`src/rtl/lsc_pkg.sv`:
```
package lsc_pkg;

   localparam int CW = 32;
   localparam int MAX_ROUNDS = 8;
   localparam int RW = $clog2(MAX_ROUNDS + 1);
   localparam int DW = CW + 1;
   localparam int PW = 2 * DW;

   localparam logic [3:0] OC_TOP    = 4'h1;
   localparam logic [3:0] OC_BOTTOM = 4'h2;
   localparam logic [3:0] OC_RIGHT  = 4'h4;
   localparam logic [3:0] OC_LEFT   = 4'h8;

   localparam logic [1:0] CSR_X_MIN = 2'd0;
   localparam logic [1:0] CSR_X_MAX = 2'd1;
   localparam logic [1:0] CSR_Y_MIN = 2'd2;
   localparam logic [1:0] CSR_Y_MAX = 2'd3;

   typedef logic signed [CW-1:0] coord_type;

   typedef struct packed {
      coord_type x0;
      coord_type y0;
      coord_type x1;
      coord_type y1;
   } seg_type;

   typedef struct packed {
      coord_type x_min;
      coord_type x_max;
      coord_type y_min;
      coord_type y_max;
   } rect_type;

   function automatic logic [3:0] outcode(coord_type x, coord_type y, rect_type r);
      logic [3:0] c;
      c = '0;
      if (x > r.x_max) c |= OC_RIGHT;
      else if (x < r.x_min) c |= OC_LEFT;
      if (y > r.y_max) c |= OC_TOP;
      else if (y < r.y_min) c |= OC_BOTTOM;
      return c;
   endfunction

endpackage

```
`src/rtl/lsc_front.sv`:
```
module lsc_front
   import lsc_pkg::*;
(
   input  logic       clock,
   input  logic       reset,
   input  logic       req_valid,
   output logic       req_stall,
   input  coord_type  req_start_x,
   input  coord_type  req_start_y,
   input  coord_type  req_end_x,
   input  coord_type  req_end_y,
   input  rect_type   rect,
   output logic       q_valid,
   input  logic       q_pop,
   output seg_type    q_seg,
   output logic [3:0] q_c0,
   output logic [3:0] q_c1
);

   // two-entry queue of segments with their entry outcodes
   seg_type    seg_ff [2];
   logic [3:0] c0_ff [2];
   logic [3:0] c1_ff [2];
   logic       wp_ff, rp_ff;
   logic [1:0] cnt_ff;
   logic       push;
   seg_type    s;

   assign req_stall = (cnt_ff == 2'd2);
   assign push      = req_valid && !req_stall;
   assign s         = '{req_start_x, req_start_y, req_end_x, req_end_y};
   assign q_valid   = (cnt_ff != 2'd0);
   assign q_seg     = seg_ff[rp_ff];
   assign q_c0      = c0_ff[rp_ff];
   assign q_c1      = c1_ff[rp_ff];

   always_ff @(posedge clock) begin
      if (push) begin
         seg_ff[wp_ff] <= s;
         c0_ff[wp_ff]  <= outcode(req_start_x, req_start_y, rect);
         c1_ff[wp_ff]  <= outcode(req_end_x, req_end_y, rect);
      end
      if (reset) begin
         wp_ff  <= 1'b0;
         rp_ff  <= 1'b0;
         cnt_ff <= 2'd0;
      end else begin
         if (push) wp_ff <= ~wp_ff;
         if (q_pop) rp_ff <= ~rp_ff;
         cnt_ff <= cnt_ff + 2'(push) - 2'(q_pop);
      end
   end

endmodule

```
`config.mk`:
```
export PLATFORM = sky130hd
export DESIGN_NAME = lsc_front
export DESIGN_NICKNAME = d
export VERILOG_FILES = /design/src/rtl/lsc_pkg.sv /design/src/rtl/lsc_front.sv
export SDC_FILE = /design/constraint.sdc
export NUM_CORES = 1
export LEC_CHECK = 0
export BUFFER_PORTS_ARGS = -buffer_cell sky130_fd_sc_hd__buf_2
export CAP_MARGIN = 5
export CORE_MARGIN = 1
export CORE_UTILIZATION = 49
export CTS_CLUSTER_SIZE = 14
export DETAILED_ROUTE_END_ITERATION = 12
export PLACE_DENSITY = 0.73
export SYNTH_ARGS = -nofsm -noshare
export SYNTH_HDL_FRONTEND = slang
export SYNTH_SLANG_ARGS = --single-unit
```
`constraint.sdc`:
```
create_clock -name clock -period 7.78 [get_ports clock]
set_input_delay 1.167 -clock clock [delete_from_list [all_inputs] [get_ports clock]]
set_output_delay 1.167 -clock clock [all_outputs]
set_load 0.005 [all_outputs]
```
==> results.toml <==
[outcome]
status = "finished clean"

[synth]
ys.flop_type = "edfxtp_1"
synth_fp_nets = 1751
yosys_warnings = 0
netlist_top_cells_count = "272 x edfxtp_1, 254 x ha_1, 138 x inv_1"
yosysMostFrequentCell = "edfxtp_1"
ys_top_cells_by_area = "edfxtp_1 51%, ha_1 20%, mux2_2 5.3%"
synth_top_cell_by_area = "edfxtp_1"
synth_top_cell_area_share_pct = 51.4
netlist_instances = 1237
ys_seq_area_share_pct = 52.0
avgSynthCellArea_um2 = 12.9
netlist-cell-type-count = 43
synth_edf_count = 272
syn_area_um2 = 15900
ys_seq_elements = 277
async_flop_share_pct = 0

[finish]
drive_above_1_share_pct = 31.6
fin_nets = 2168
area_growth_pct = 21.5

[power_and_ir_drop]
peakVddDrop_v = 0.000189
leakagePower_nw = 8.63
powerDensity_nw_per_um2 = 219

[clock_tree]
post_cts_resize_count = 0
cts_max_level = 1
cts.sinks = 277
clkLatencyLatePin_ns = 0.55
numCtsBuffers = 29
cts_setup_buffers = 0
cts_buffer_depth = 3
cts.clk_slew.worst_paths_ns = 0.06
cts-root-buf = "clkbuf_16"
hold_buffers = 0
cts_tree = "built"

[routing]
drc_errors = 0
drt-total-wl_um = 41300
firstDrtPassIters = 5
vias_per_cell = 5.57
drtAntennaViolNets = 0
via_count = 11600
wire_per_inst_um = 19.8
drt_iter0_drc = 690

[placed_design]
port_buffers = 397
place_ws_ns = 4.13
place_congestion = 0.913
dp_hpwl_um = 32300

[sta]
period_minus_slack_ns = 4.14
slew_headroom_pct = 28.0
worst_pin_slew_ns = 1.08
hold_violations = 0
setup_violations = 0
drv_slew = 0
timing.clock.skew_ns = 0.0162
rsz0062_at_grt = "false"
fmax_ghz = 0.242
setup_ws_ns = 3.64
setup-tns-final_ns = 0
finalCritPeriodShare_pct = 53.2

[die]
core_area_um2 = 31700
fp.dieW_um = 182
io_pins = 398
initial_utilization_pct = 50.1
die_h_um = 182
die_area_um2 = 33200
row_count = 65

[worst_setup_path]
worstPathRequired_ns = 6.61
crit_arrival_ns = 2.97
endpoint_kind = "primary output"
startpoint_type = "flop"
cp_max_fo = 72
path_class = "flop to primary output"

[worst_hold_path]
hp-class = "flop to flop"

[global_route]
grt_overflow = 0
grt_start_max_net_pins = 73
grt_pass1_wl_um = 62000
grtUsageTotal_pct = 24.1
grt_pass1_vias = 11600
antenna_found_initial = 14

[run]
cap_violations = 0
-- flip-flops by register name (all words and copies together) (netlist names), named ones only --
name / flops
seg_ff: 256
c0_ff: 8
c1_ff: 8
cnt_ff: 2
rp_ff: 1
wp_ff: 1
-- cells in the final DEF, fill, tap and decap left out, drive strengths merged, types with 10 or more instances in the layout --
cell | Yosys | routed
o21ai | 40 | 40
mux2 | 136 | 136
clkbuf | 11 | 40
a21o | 13 | 13
inv | 138 | 139
nand4 | 37 | 37
nor2b | 10 | 10
nor2 | 20 | 20
a21oi | 99 | 99
edfxtp | 272 | 272
ha | 254 | 254
diode | 0 | 11
nor3 | 10 | 10
buf | 4 | 401
nand2 | 69 | 69
nand3 | 20 | 20
nor4 | 10 | 10
-- worst max-delay path: stages, from the launching register on --
cell     delay (ns)
dfxtp_4        0.91
buf_4          0.81
mux2_2         0.43
buf_2          0.13
-- report_power, final --
group	internal [mW]	switching (mW)	total, mW
Clock	0.784	0.544	1.33
Combinational	0.393	0.514	0.907
Sequential	1.92	0.0762	2.00
-- layout make-up --
cell class	instances	area (um2)
antenna	11	27.5
clock buffer	40	767
fill	2542	12400
multi-input combinational	807	7070
timing repair buffer	401	2020
inverter	138	518
clock inverter	12	139
tap	402	503
sequential	277	8270
-- worst paths after layout --
check	startpoint	endpoint	slack, ns	depth (start not counted)
min	rp_ff$_SDFFE_PP0P_	rp_ff$_SDFFE_PP0P_	0.53	2
max	flop	q_c0[2]	3.64	3
max reg2reg	cnt_ff[0]$_SDFF_PP0_	seg_ff[1][28]$_DFFE_PP_	4.99	3
min reg2reg	rp_ff$_SDFFE_PP0P_	rp_ff$_SDFFE_PP0P_	0.53	2
-- through the flow --
stage                     area, um2  power [mW]  util (%)  instances  hold WS, ns
after global routing          19300        4.42      60.9       2088        0.549
after CTS                     19300        4.27      60.8       2077        0.536
after global placement        18400        2.90      57.9       2025        0.495
final                         19300        4.23      60.9       2088        0.530
after detailed placement      18400        2.93      57.9       2025        0.520
after floorplan               15900        2.54         -       1237        0.480
-- kinds of logic after synthesis --
family / synth area share (%)
xor gates and xnor gates: 0.220
DFF: 52.0
AOI/OAI and AO/OA: 7.59
and+or+nand+nor: 6.96
buffers and inverters: 3.61
adders and majority gates: 20.0
muxes: 9.63
-- layer usage --
layer	global-route usage, %	routed length (um)
met4	8.84	1420
met1	32.5	17800
met2	39.5	19500
met5	0	38
met3	3.91	2570
Power figures use the tool's default switching activity.
