File: src/rtl/lsc_pkg.sv
package lsc_pkg;

   localparam int CW = 32;
   localparam int MAX_ROUNDS = 8;
   localparam int RW = $clog2(MAX_ROUNDS + 1);
   localparam int DW = CW + 1;
   localparam int PW = 2 * DW;

   localparam logic [3:0] OC_TOP    = 4'h1;
   localparam logic [3:0] OC_BOTTOM = 4'h2;
   localparam logic [3:0] OC_RIGHT  = 4'h4;
   localparam logic [3:0] OC_LEFT   = 4'h8;

   localparam logic [1:0] CSR_X_MIN = 2'd0;
   localparam logic [1:0] CSR_X_MAX = 2'd1;
   localparam logic [1:0] CSR_Y_MIN = 2'd2;
   localparam logic [1:0] CSR_Y_MAX = 2'd3;

   typedef logic signed [CW-1:0] coord_type;

   typedef struct packed {
      coord_type x0;
      coord_type y0;
      coord_type x1;
      coord_type y1;
   } seg_type;

   typedef struct packed {
      coord_type x_min;
      coord_type x_max;
      coord_type y_min;
      coord_type y_max;
   } rect_type;

   function automatic logic [3:0] outcode(coord_type x, coord_type y, rect_type r);
      logic [3:0] c;
      c = '0;
      if (x > r.x_max) c |= OC_RIGHT;
      else if (x < r.x_min) c |= OC_LEFT;
      if (y > r.y_max) c |= OC_TOP;
      else if (y < r.y_min) c |= OC_BOTTOM;
      return c;
   endfunction

endpackage

File: src/rtl/lsc_divider.sv
module lsc_divider
   import lsc_pkg::*;
(
   input  logic                 clock,
   input  logic                 reset,
   input  logic                 start,
   input  logic [PW-1:0]        num,
   input  logic [DW-1:0]        den,
   output logic                 done,
   output logic [PW-1:0]        quo
);

   // restoring divider, one quotient bit per cycle
   localparam int CNTW = $clog2(PW + 1);

   logic [PW-1:0]   q_ff;
   logic [DW:0]     r_ff;
   logic [DW-1:0]   d_ff;
   logic [CNTW-1:0] n_ff;
   logic            busy_ff;
   logic [DW:0]     sh;
   logic [DW:0]     df;

   assign sh   = {r_ff[DW-1:0], q_ff[PW-1]};
   assign df   = sh - {1'b0, d_ff};
   assign quo  = q_ff;
   assign done = busy_ff && (n_ff == '0);

   always_ff @(posedge clock) begin
      if (start) begin
         q_ff <= num;
         r_ff <= '0;
         d_ff <= den;
         n_ff <= CNTW'(PW);
      end else if (busy_ff && n_ff != '0) begin
         if (!df[DW]) begin
            r_ff <= df;
            q_ff <= {q_ff[PW-2:0], 1'b1};
         end else begin
            r_ff <= sh;
            q_ff <= {q_ff[PW-2:0], 1'b0};
         end
         n_ff <= n_ff - 1'b1;
      end
      if (reset) busy_ff <= 1'b0;
      else if (start) busy_ff <= 1'b1;
      else if (done) busy_ff <= 1'b0;
   end

endmodule

File: src/rtl/lsc_back.sv
module lsc_back
   import lsc_pkg::*;
(
   input  logic       clock,
   input  logic       reset,
   input  rect_type   rect,
   input  logic       q_valid,
   output logic       q_pop,
   input  seg_type    q_seg,
   input  logic [3:0] q_c0,
   input  logic [3:0] q_c1,
   output logic       rsp_valid,
   input  logic       rsp_stall,
   output coord_type  rsp_out_start_x,
   output coord_type  rsp_out_start_y,
   output coord_type  rsp_out_end_x,
   output coord_type  rsp_out_end_y,
   output logic       rsp_accepted,
   output logic       rsp_first_moved,
   output logic       rsp_second_moved
);

   typedef enum logic [2:0] {
      S_IDLE, S_TEST, S_MUL, S_LOAD, S_DIV, S_SUM, S_OUT
   } state_type;

   localparam logic signed [DW+1:0] SMAX = (DW+2)'((64'sd1 <<< (CW-1)) - 64'sd1);
   localparam logic signed [DW+1:0] SMIN = -(DW+2)'(64'sd1 <<< (CW-1));
   localparam logic [PW-1:0] QCAP = PW'(64'd1 << 62);

   state_type       state_ff;
   seg_type         orig_ff, cur_ff;
   logic [3:0]      c0_ff, c1_ff;
   logic [RW-1:0]   round_ff;
   logic            first_ff, neg_ff, vert_ff;
   coord_type       edge_ff, base_ff;
   logic [DW-1:0]   ma_ff, mb_ff, md_ff;
   logic [PW-1:0]   prod_ff;
   logic            acc_ff;

   logic [3:0]      co;
   logic            vert;
   coord_type       edge_v, b0, b1, e0, e1;
   logic signed [DW-1:0] dp, cc, dd;
   logic            div_start, div_done;
   logic [PW-1:0]   quo;
   logic [PW-1:0]   qsat;
   logic signed [DW+1:0] sum;
   coord_type       res;
   coord_type       nx, ny;

   function automatic logic [DW-1:0] mag(logic signed [DW-1:0] v);
      return v[DW-1] ? DW'(-v) : DW'(v);
   endfunction

   always_comb begin
      co   = (c0_ff != 4'd0) ? c0_ff : c1_ff;
      vert = (co & (OC_RIGHT | OC_LEFT)) != 4'd0;
      if ((co & OC_RIGHT) != 4'd0) edge_v = rect.x_max;
      else if ((co & OC_LEFT) != 4'd0) edge_v = rect.x_min;
      else if ((co & OC_TOP) != 4'd0) edge_v = rect.y_max;
      else edge_v = rect.y_min;
      b0 = vert ? cur_ff.x0 : cur_ff.y0;
      b1 = vert ? cur_ff.x1 : cur_ff.y1;
      e0 = vert ? cur_ff.y0 : cur_ff.x0;
      e1 = vert ? cur_ff.y1 : cur_ff.x1;
      dp = DW'(e1) - DW'(e0);
      cc = DW'(edge_v) - DW'(b0);
      dd = DW'(b1) - DW'(b0);
   end

   assign div_start = (state_ff == S_LOAD);

   lsc_divider u_div (
      .clock(clock), .reset(reset), .start(div_start),
      .num(prod_ff), .den(md_ff), .done(div_done), .quo(quo)
   );

   always_comb begin
      qsat = (quo > QCAP) ? QCAP : quo;
      sum  = (DW+2)'(base_ff) + (neg_ff ? -(DW+2)'(qsat[DW:0]) : (DW+2)'(qsat[DW:0]));
      // quotient above the coordinate range always saturates the sum
      if (qsat > PW'(64'd1 << (CW + 1)))
         sum = neg_ff ? SMIN - 1 : SMAX + 1;
      if (md_ff == '0) res = base_ff;
      else if (sum > SMAX) res = SMAX[CW-1:0];
      else if (sum < SMIN) res = SMIN[CW-1:0];
      else res = sum[CW-1:0];
      nx = vert_ff ? edge_ff : res;
      ny = vert_ff ? res : edge_ff;
   end

   assign q_pop = (state_ff == S_IDLE) && q_valid;

   always_ff @(posedge clock) begin
      if (reset) begin
         state_ff  <= S_IDLE;
         rsp_valid <= 1'b0;
      end else begin
         case (state_ff)
            S_IDLE: if (q_valid) begin
               orig_ff  <= q_seg;
               cur_ff   <= q_seg;
               c0_ff    <= q_c0;
               c1_ff    <= q_c1;
               round_ff <= '0;
               state_ff <= S_TEST;
            end
            S_TEST: begin
               if ((c0_ff | c1_ff) == 4'd0) begin
                  acc_ff   <= 1'b1;
                  state_ff <= S_OUT;
               end else if ((c0_ff & c1_ff) != 4'd0 || round_ff >= RW'(MAX_ROUNDS)) begin
                  acc_ff   <= 1'b0;
                  state_ff <= S_OUT;
               end else begin
                  first_ff <= (c0_ff != 4'd0);
                  vert_ff  <= vert;
                  edge_ff  <= edge_v;
                  base_ff  <= e0;
                  neg_ff   <= (dp[DW-1] ^ cc[DW-1]) ^ dd[DW-1];
                  ma_ff    <= mag(dp);
                  mb_ff    <= mag(cc);
                  md_ff    <= mag(dd);
                  state_ff <= S_MUL;
               end
            end
            S_MUL: state_ff <= S_LOAD;
            S_LOAD: state_ff <= S_DIV;
            S_DIV: if (div_done) state_ff <= S_SUM;
            S_SUM: begin
               if (first_ff) begin
                  cur_ff.x0 <= nx;
                  cur_ff.y0 <= ny;
                  c0_ff     <= outcode(nx, ny, rect);
               end else begin
                  cur_ff.x1 <= nx;
                  cur_ff.y1 <= ny;
                  c1_ff     <= outcode(nx, ny, rect);
               end
               round_ff <= round_ff + 1'b1;
               state_ff <= S_TEST;
            end
            S_OUT: if (!rsp_valid || !rsp_stall) begin
               rsp_valid        <= 1'b1;
               rsp_accepted     <= acc_ff;
               rsp_out_start_x  <= acc_ff ? cur_ff.x0 : orig_ff.x0;
               rsp_out_start_y  <= acc_ff ? cur_ff.y0 : orig_ff.y0;
               rsp_out_end_x    <= acc_ff ? cur_ff.x1 : orig_ff.x1;
               rsp_out_end_y    <= acc_ff ? cur_ff.y1 : orig_ff.y1;
               rsp_first_moved  <= acc_ff && (cur_ff.x0 != orig_ff.x0 ||
                                              cur_ff.y0 != orig_ff.y0);
               rsp_second_moved <= acc_ff && (cur_ff.x1 != orig_ff.x1 ||
                                              cur_ff.y1 != orig_ff.y1);
               state_ff <= S_IDLE;
            end
            default: state_ff <= S_IDLE;
         endcase
         if (state_ff != S_OUT && rsp_valid && !rsp_stall) rsp_valid <= 1'b0;
      end
   end

   // product register between the multiplier and the divider
   always_ff @(posedge clock) begin
      if (state_ff == S_MUL) prod_ff <= ma_ff * mb_ff;
   end

endmodule

File: config.mk
export PLATFORM = sky130hd
export DESIGN_NAME = lsc_back
export DESIGN_NICKNAME = d
export VERILOG_FILES = /design/src/rtl/lsc_pkg.sv /design/src/rtl/lsc_divider.sv /design/src/rtl/lsc_back.sv
export SDC_FILE = /design/constraint.sdc
export NUM_CORES = 2
export LEC_CHECK = 0
export BUFFER_PORTS_ARGS = -buffer_cell sky130_fd_sc_hd__buf_2
export CAP_MARGIN = 20
export CORE_MARGIN = 3
export CORE_UTILIZATION = 59
export CTS_BUF_LIST = sky130_fd_sc_hd__clkbuf_4
export DETAILED_ROUTE_END_ITERATION = 7
export GPL_TIMING_DRIVEN = 0
export PLACE_DENSITY = 0.8
export SETUP_SLACK_MARGIN = 0.5
export SLEW_MARGIN = 20
export SYNTH_ARGS = -nofsm -noshare
export SYNTH_HDL_FRONTEND = slang
export SYNTH_SLANG_ARGS = --single-unit
File: constraint.sdc
create_clock -name clock -period 15.2 [get_ports clock]
set_input_delay 4.56 -clock clock [delete_from_list [all_inputs] [get_ports clock]]
set_output_delay 4.56 -clock clock [all_outputs]
set_load 0.005 [all_outputs]
==> impl_metrics.py <==
metrics = {
    "synthesis": {
        "synth_cell_type_count": 90,
        "syn_inst": 8482,
        "synth_area_um2": 82800,
        "synth_nets": 10300,
        "ys_ff_latch": 776,
        "async_flop_share_pct": 0,
        "ys_seq_area_share_pct": 27.6,
        "synth_top_area_cell": "edfxtp_1",
        "yosys_warnings": 0,
        "synth_top_area_share_pct": 26.5,
        "syn-mean-instance-area_um2": 9.77,
        "synth_edf_count": 731,
        "synth_area_leaders": "edfxtp_1, fa_1, ha_1",
        "synthFlopType": "edfxtp_1",
    },
    "critical_path": {
        "startpoint": "u_div.quo[40]",
        "r2r_end": "c0_ff[1]",
        "critPathMaxStageDelay_ns": 0.88,
        "rrSetupSlack_ns": 2.58,
        "path_class": "reg -> reg",
        "cp.arrival_ns": 13.74,
        "cp_common_cell": "a21o_1",
        "worstPathRequired_ns": 16.32,
        "critPathMaxFanout": 10,
        "cp_slowest_cell": "a311oi_1",
        "critPathLaunchType": "flip-flop",
        "r2r_start": "u_div.quo[40]",
        "critPathCaptureType": "flip-flop",
        "reg2reg_depth": 41,
    },
    "outcome": {
        "violations": "design-rule violations",
        "status": "finished with violations",
    },
    "worst_hold_path": {
        "holdCritStartpoint": "md_ff[5]",
        "hold_class": "reg -> reg",
        "whs_path_depth": 0,
        "hold_end": "u_div.d_ff[5]",
    },
    "floorplan": {
        "io_pins": 401,
        "design.die.area_um2": 145000,
        "num_rows": 136,
        "die_height_um": 381,
        "initial_utilization_pct": 59.8,
        "core-area_um2": 139000,
        "dieWidth_um": 381,
    },
    "drt": {
        "drt_wl_total_mm": 353,
        "firstDrtPassIters": 8,
        "drc_errors": 3,
        "antenna_left": 0,
        "vias": 72000,
        "drt_iter0_markers": 9951,
        "wl_per_cell_um": 31.6,
        "vias_per_cell": 6.44,
    },
    "clock_tree": {
        "clk_pin_slew_ns": 0.07,
        "htree_num_levels": 4,
        "postCtsSetupRepairBufs": 0,
        "clock_sinks": 776,
        "cts-root-buf": "clkbuf_4",
        "clock_path_buffers": 3,
        "cts_resized": 0,
        "cts_tree": "built",
        "ctsHoldBuffers": 0,
        "worstSkewPairLatency_ns": 1.27,
        "numCtsBuffers": 199,
    },
    "placement": {
        "gp_congestion": 1.10,
        "hpwlAfterDp_mm": 290,
        "io_buffers": 399,
    },
    "global_route": {
        "track_usage_pct": 48.3,
        "grt_pass1_vias": 70800,
        "antenna_found_initial": 37,
        "grt_start_max_net_pins": 55,
        "grt_pass1_wl_mm": 499,
        "overflow": 0,
    },
    "sta": {
        "fin_crit_ns": 12.62,
        "rsz0062_at_grt": "false",
        "finalSetupViolations": 0,
        "final-max-slew-violation-count": 0,
        "tightest_slew_ns": 1.43,
        "finalCritPeriodShare_pct": 83.0,
        "fmax_mhz": 79.2,
        "clock_skew_ns": 0.120,
        "final_hold_viol_count": 0,
        "slew_headroom_pct": 4.75,
    },
    "layout": {
        "area_growth_pct": 9.52,
        "drive_gt1_share_pct": 12.3,
        "nets": 10900,
        "finalCoreUtilization_pct": 65.5,
    },
    "job": {
        "drv_cap": 0,
    },
}
registers in the layout, summed over array words and instances (netlist names), 3 cells and up:
name,cells
rsp_out_start_y,32
c1_ff,4
rsp_out_start_x,32
base_ff,32
edge_ff,32
prod_ff,66
rsp_out_end_x,32
u_div.n_ff,7
u_div.d_ff,33
c0_ff,4
mb_ff,33
md_ff,33
state_ff,3
rsp_out_end_y,32
ma_ff,33
round_ff,4
u_div.quo,66
orig_ff,128
cur_ff,128
u_div.r_ff,33
per-stage QoR:
step	TNS [ns]	cells	cell area, µm²	worst slack (ns)	hold WS, ns
2_1_floorplan	0	8482	82800	2.65	0.417
3_3_place_gp	-79.61	10700	87200	-0.520	0.440
3_5_place_dp	0	10800	87900	3.01	0.457
4_1_cts	0	11100	90500	3.01	0.438
5_1_grt	0	11200	90700	2.09	0.457
6_report	0	11200	90700	2.58	0.454
cell usage in the layout, fill, tap and decap left out, drive strengths merged, types with 79 or more instances in the layout:
cell	count
and2	309
nand2	1331
mux2	278
a21oi	346
nor3	79
edfxtp	731
clkbuf	625
o21a	172
xor2	157
a21o	153
inv	1245
ha	563
clkinv	79
xnor2	270
o21ai	295
nor2	265
buf	463
fa	963
layer usage:
metal	global-route usage [%]	wire [µm]	vias up
li1	-	-	29600
met1	58.8	120000	35100
met2	70.2	148000	5828
met3	15.9	48300	1407
met4	39.5	36300	14
met5	0	100	-
worst max-delay path by stage:
stage                            end  slack [ns]  cells past startpoint
after floorplan           base_ff[0]        2.65                      4
after global placement     ma_ff[19]       -0.52                      4
after detailed placement    c0_ff[1]        3.01                     41
after CTS                   c0_ff[1]        3.01                     41
after global routing        c0_ff[1]        2.09                     41
final                       c0_ff[1]        2.58                     41
final cells by class:
cell class	instances	area (µm²)
diodes	35	87.6
plain buffers	388	1510
clock buffers	266	2000
clock inverters	93	669
fillers	11200	47800
inverters	1238	4650
multi-input cells	6080	54000
flip-flops and latches	776	22900
well taps	1863	2330
repair buffers	434	2650
cells in the mapped netlist, drive strengths merged, types with 40 or more instances:
cell type	count
o21ai	295
xnor2	270
fa	963
o21a	172
inv	1238
nand4	75
o22ai	73
mux2i	71
and2	309
nand2	1331
nand2b	40
a31oi	57
ha	563
a21o	153
nand3	62
dfxtp	45
clkbuf	359
nor2	265
nor3	79
xor2	157
mux2	278
a21oi	346
edfxtp	731
nor4	65
kinds of logic (layout without fill, tap and decap cells):
kind of cell,count (synthesis),count (layout),share of synthesized area (%)
and+or+nand+nor,2405,2405,13.4
AOI/OAI and AO/OA,1373,1373,10.7
muxes,349,349,4.64
other,0,35,0
adders and majority gates,1526,1526,31.8
xor gates and xnor gates,427,427,4.52
buffers and inverters,1626,2419,7.41
DFF,776,776,27.6
worst max-delay path: cells and delay by family (launching register included):
kind / cells / cell delay [ns]
compound gates: 16 / 4.74
xor+xnor: 1 / 0.17
fa+ha+maj: 3 / 1.02
buf+inv: 7 / 1.94
flops: 1 / 0.58
mux: 1 / 0.37
simple gates: 13 / 3.71
Power is not shown: default switching activity piles up to over one toggle a cycle in this logic, so the estimate is an artifact.
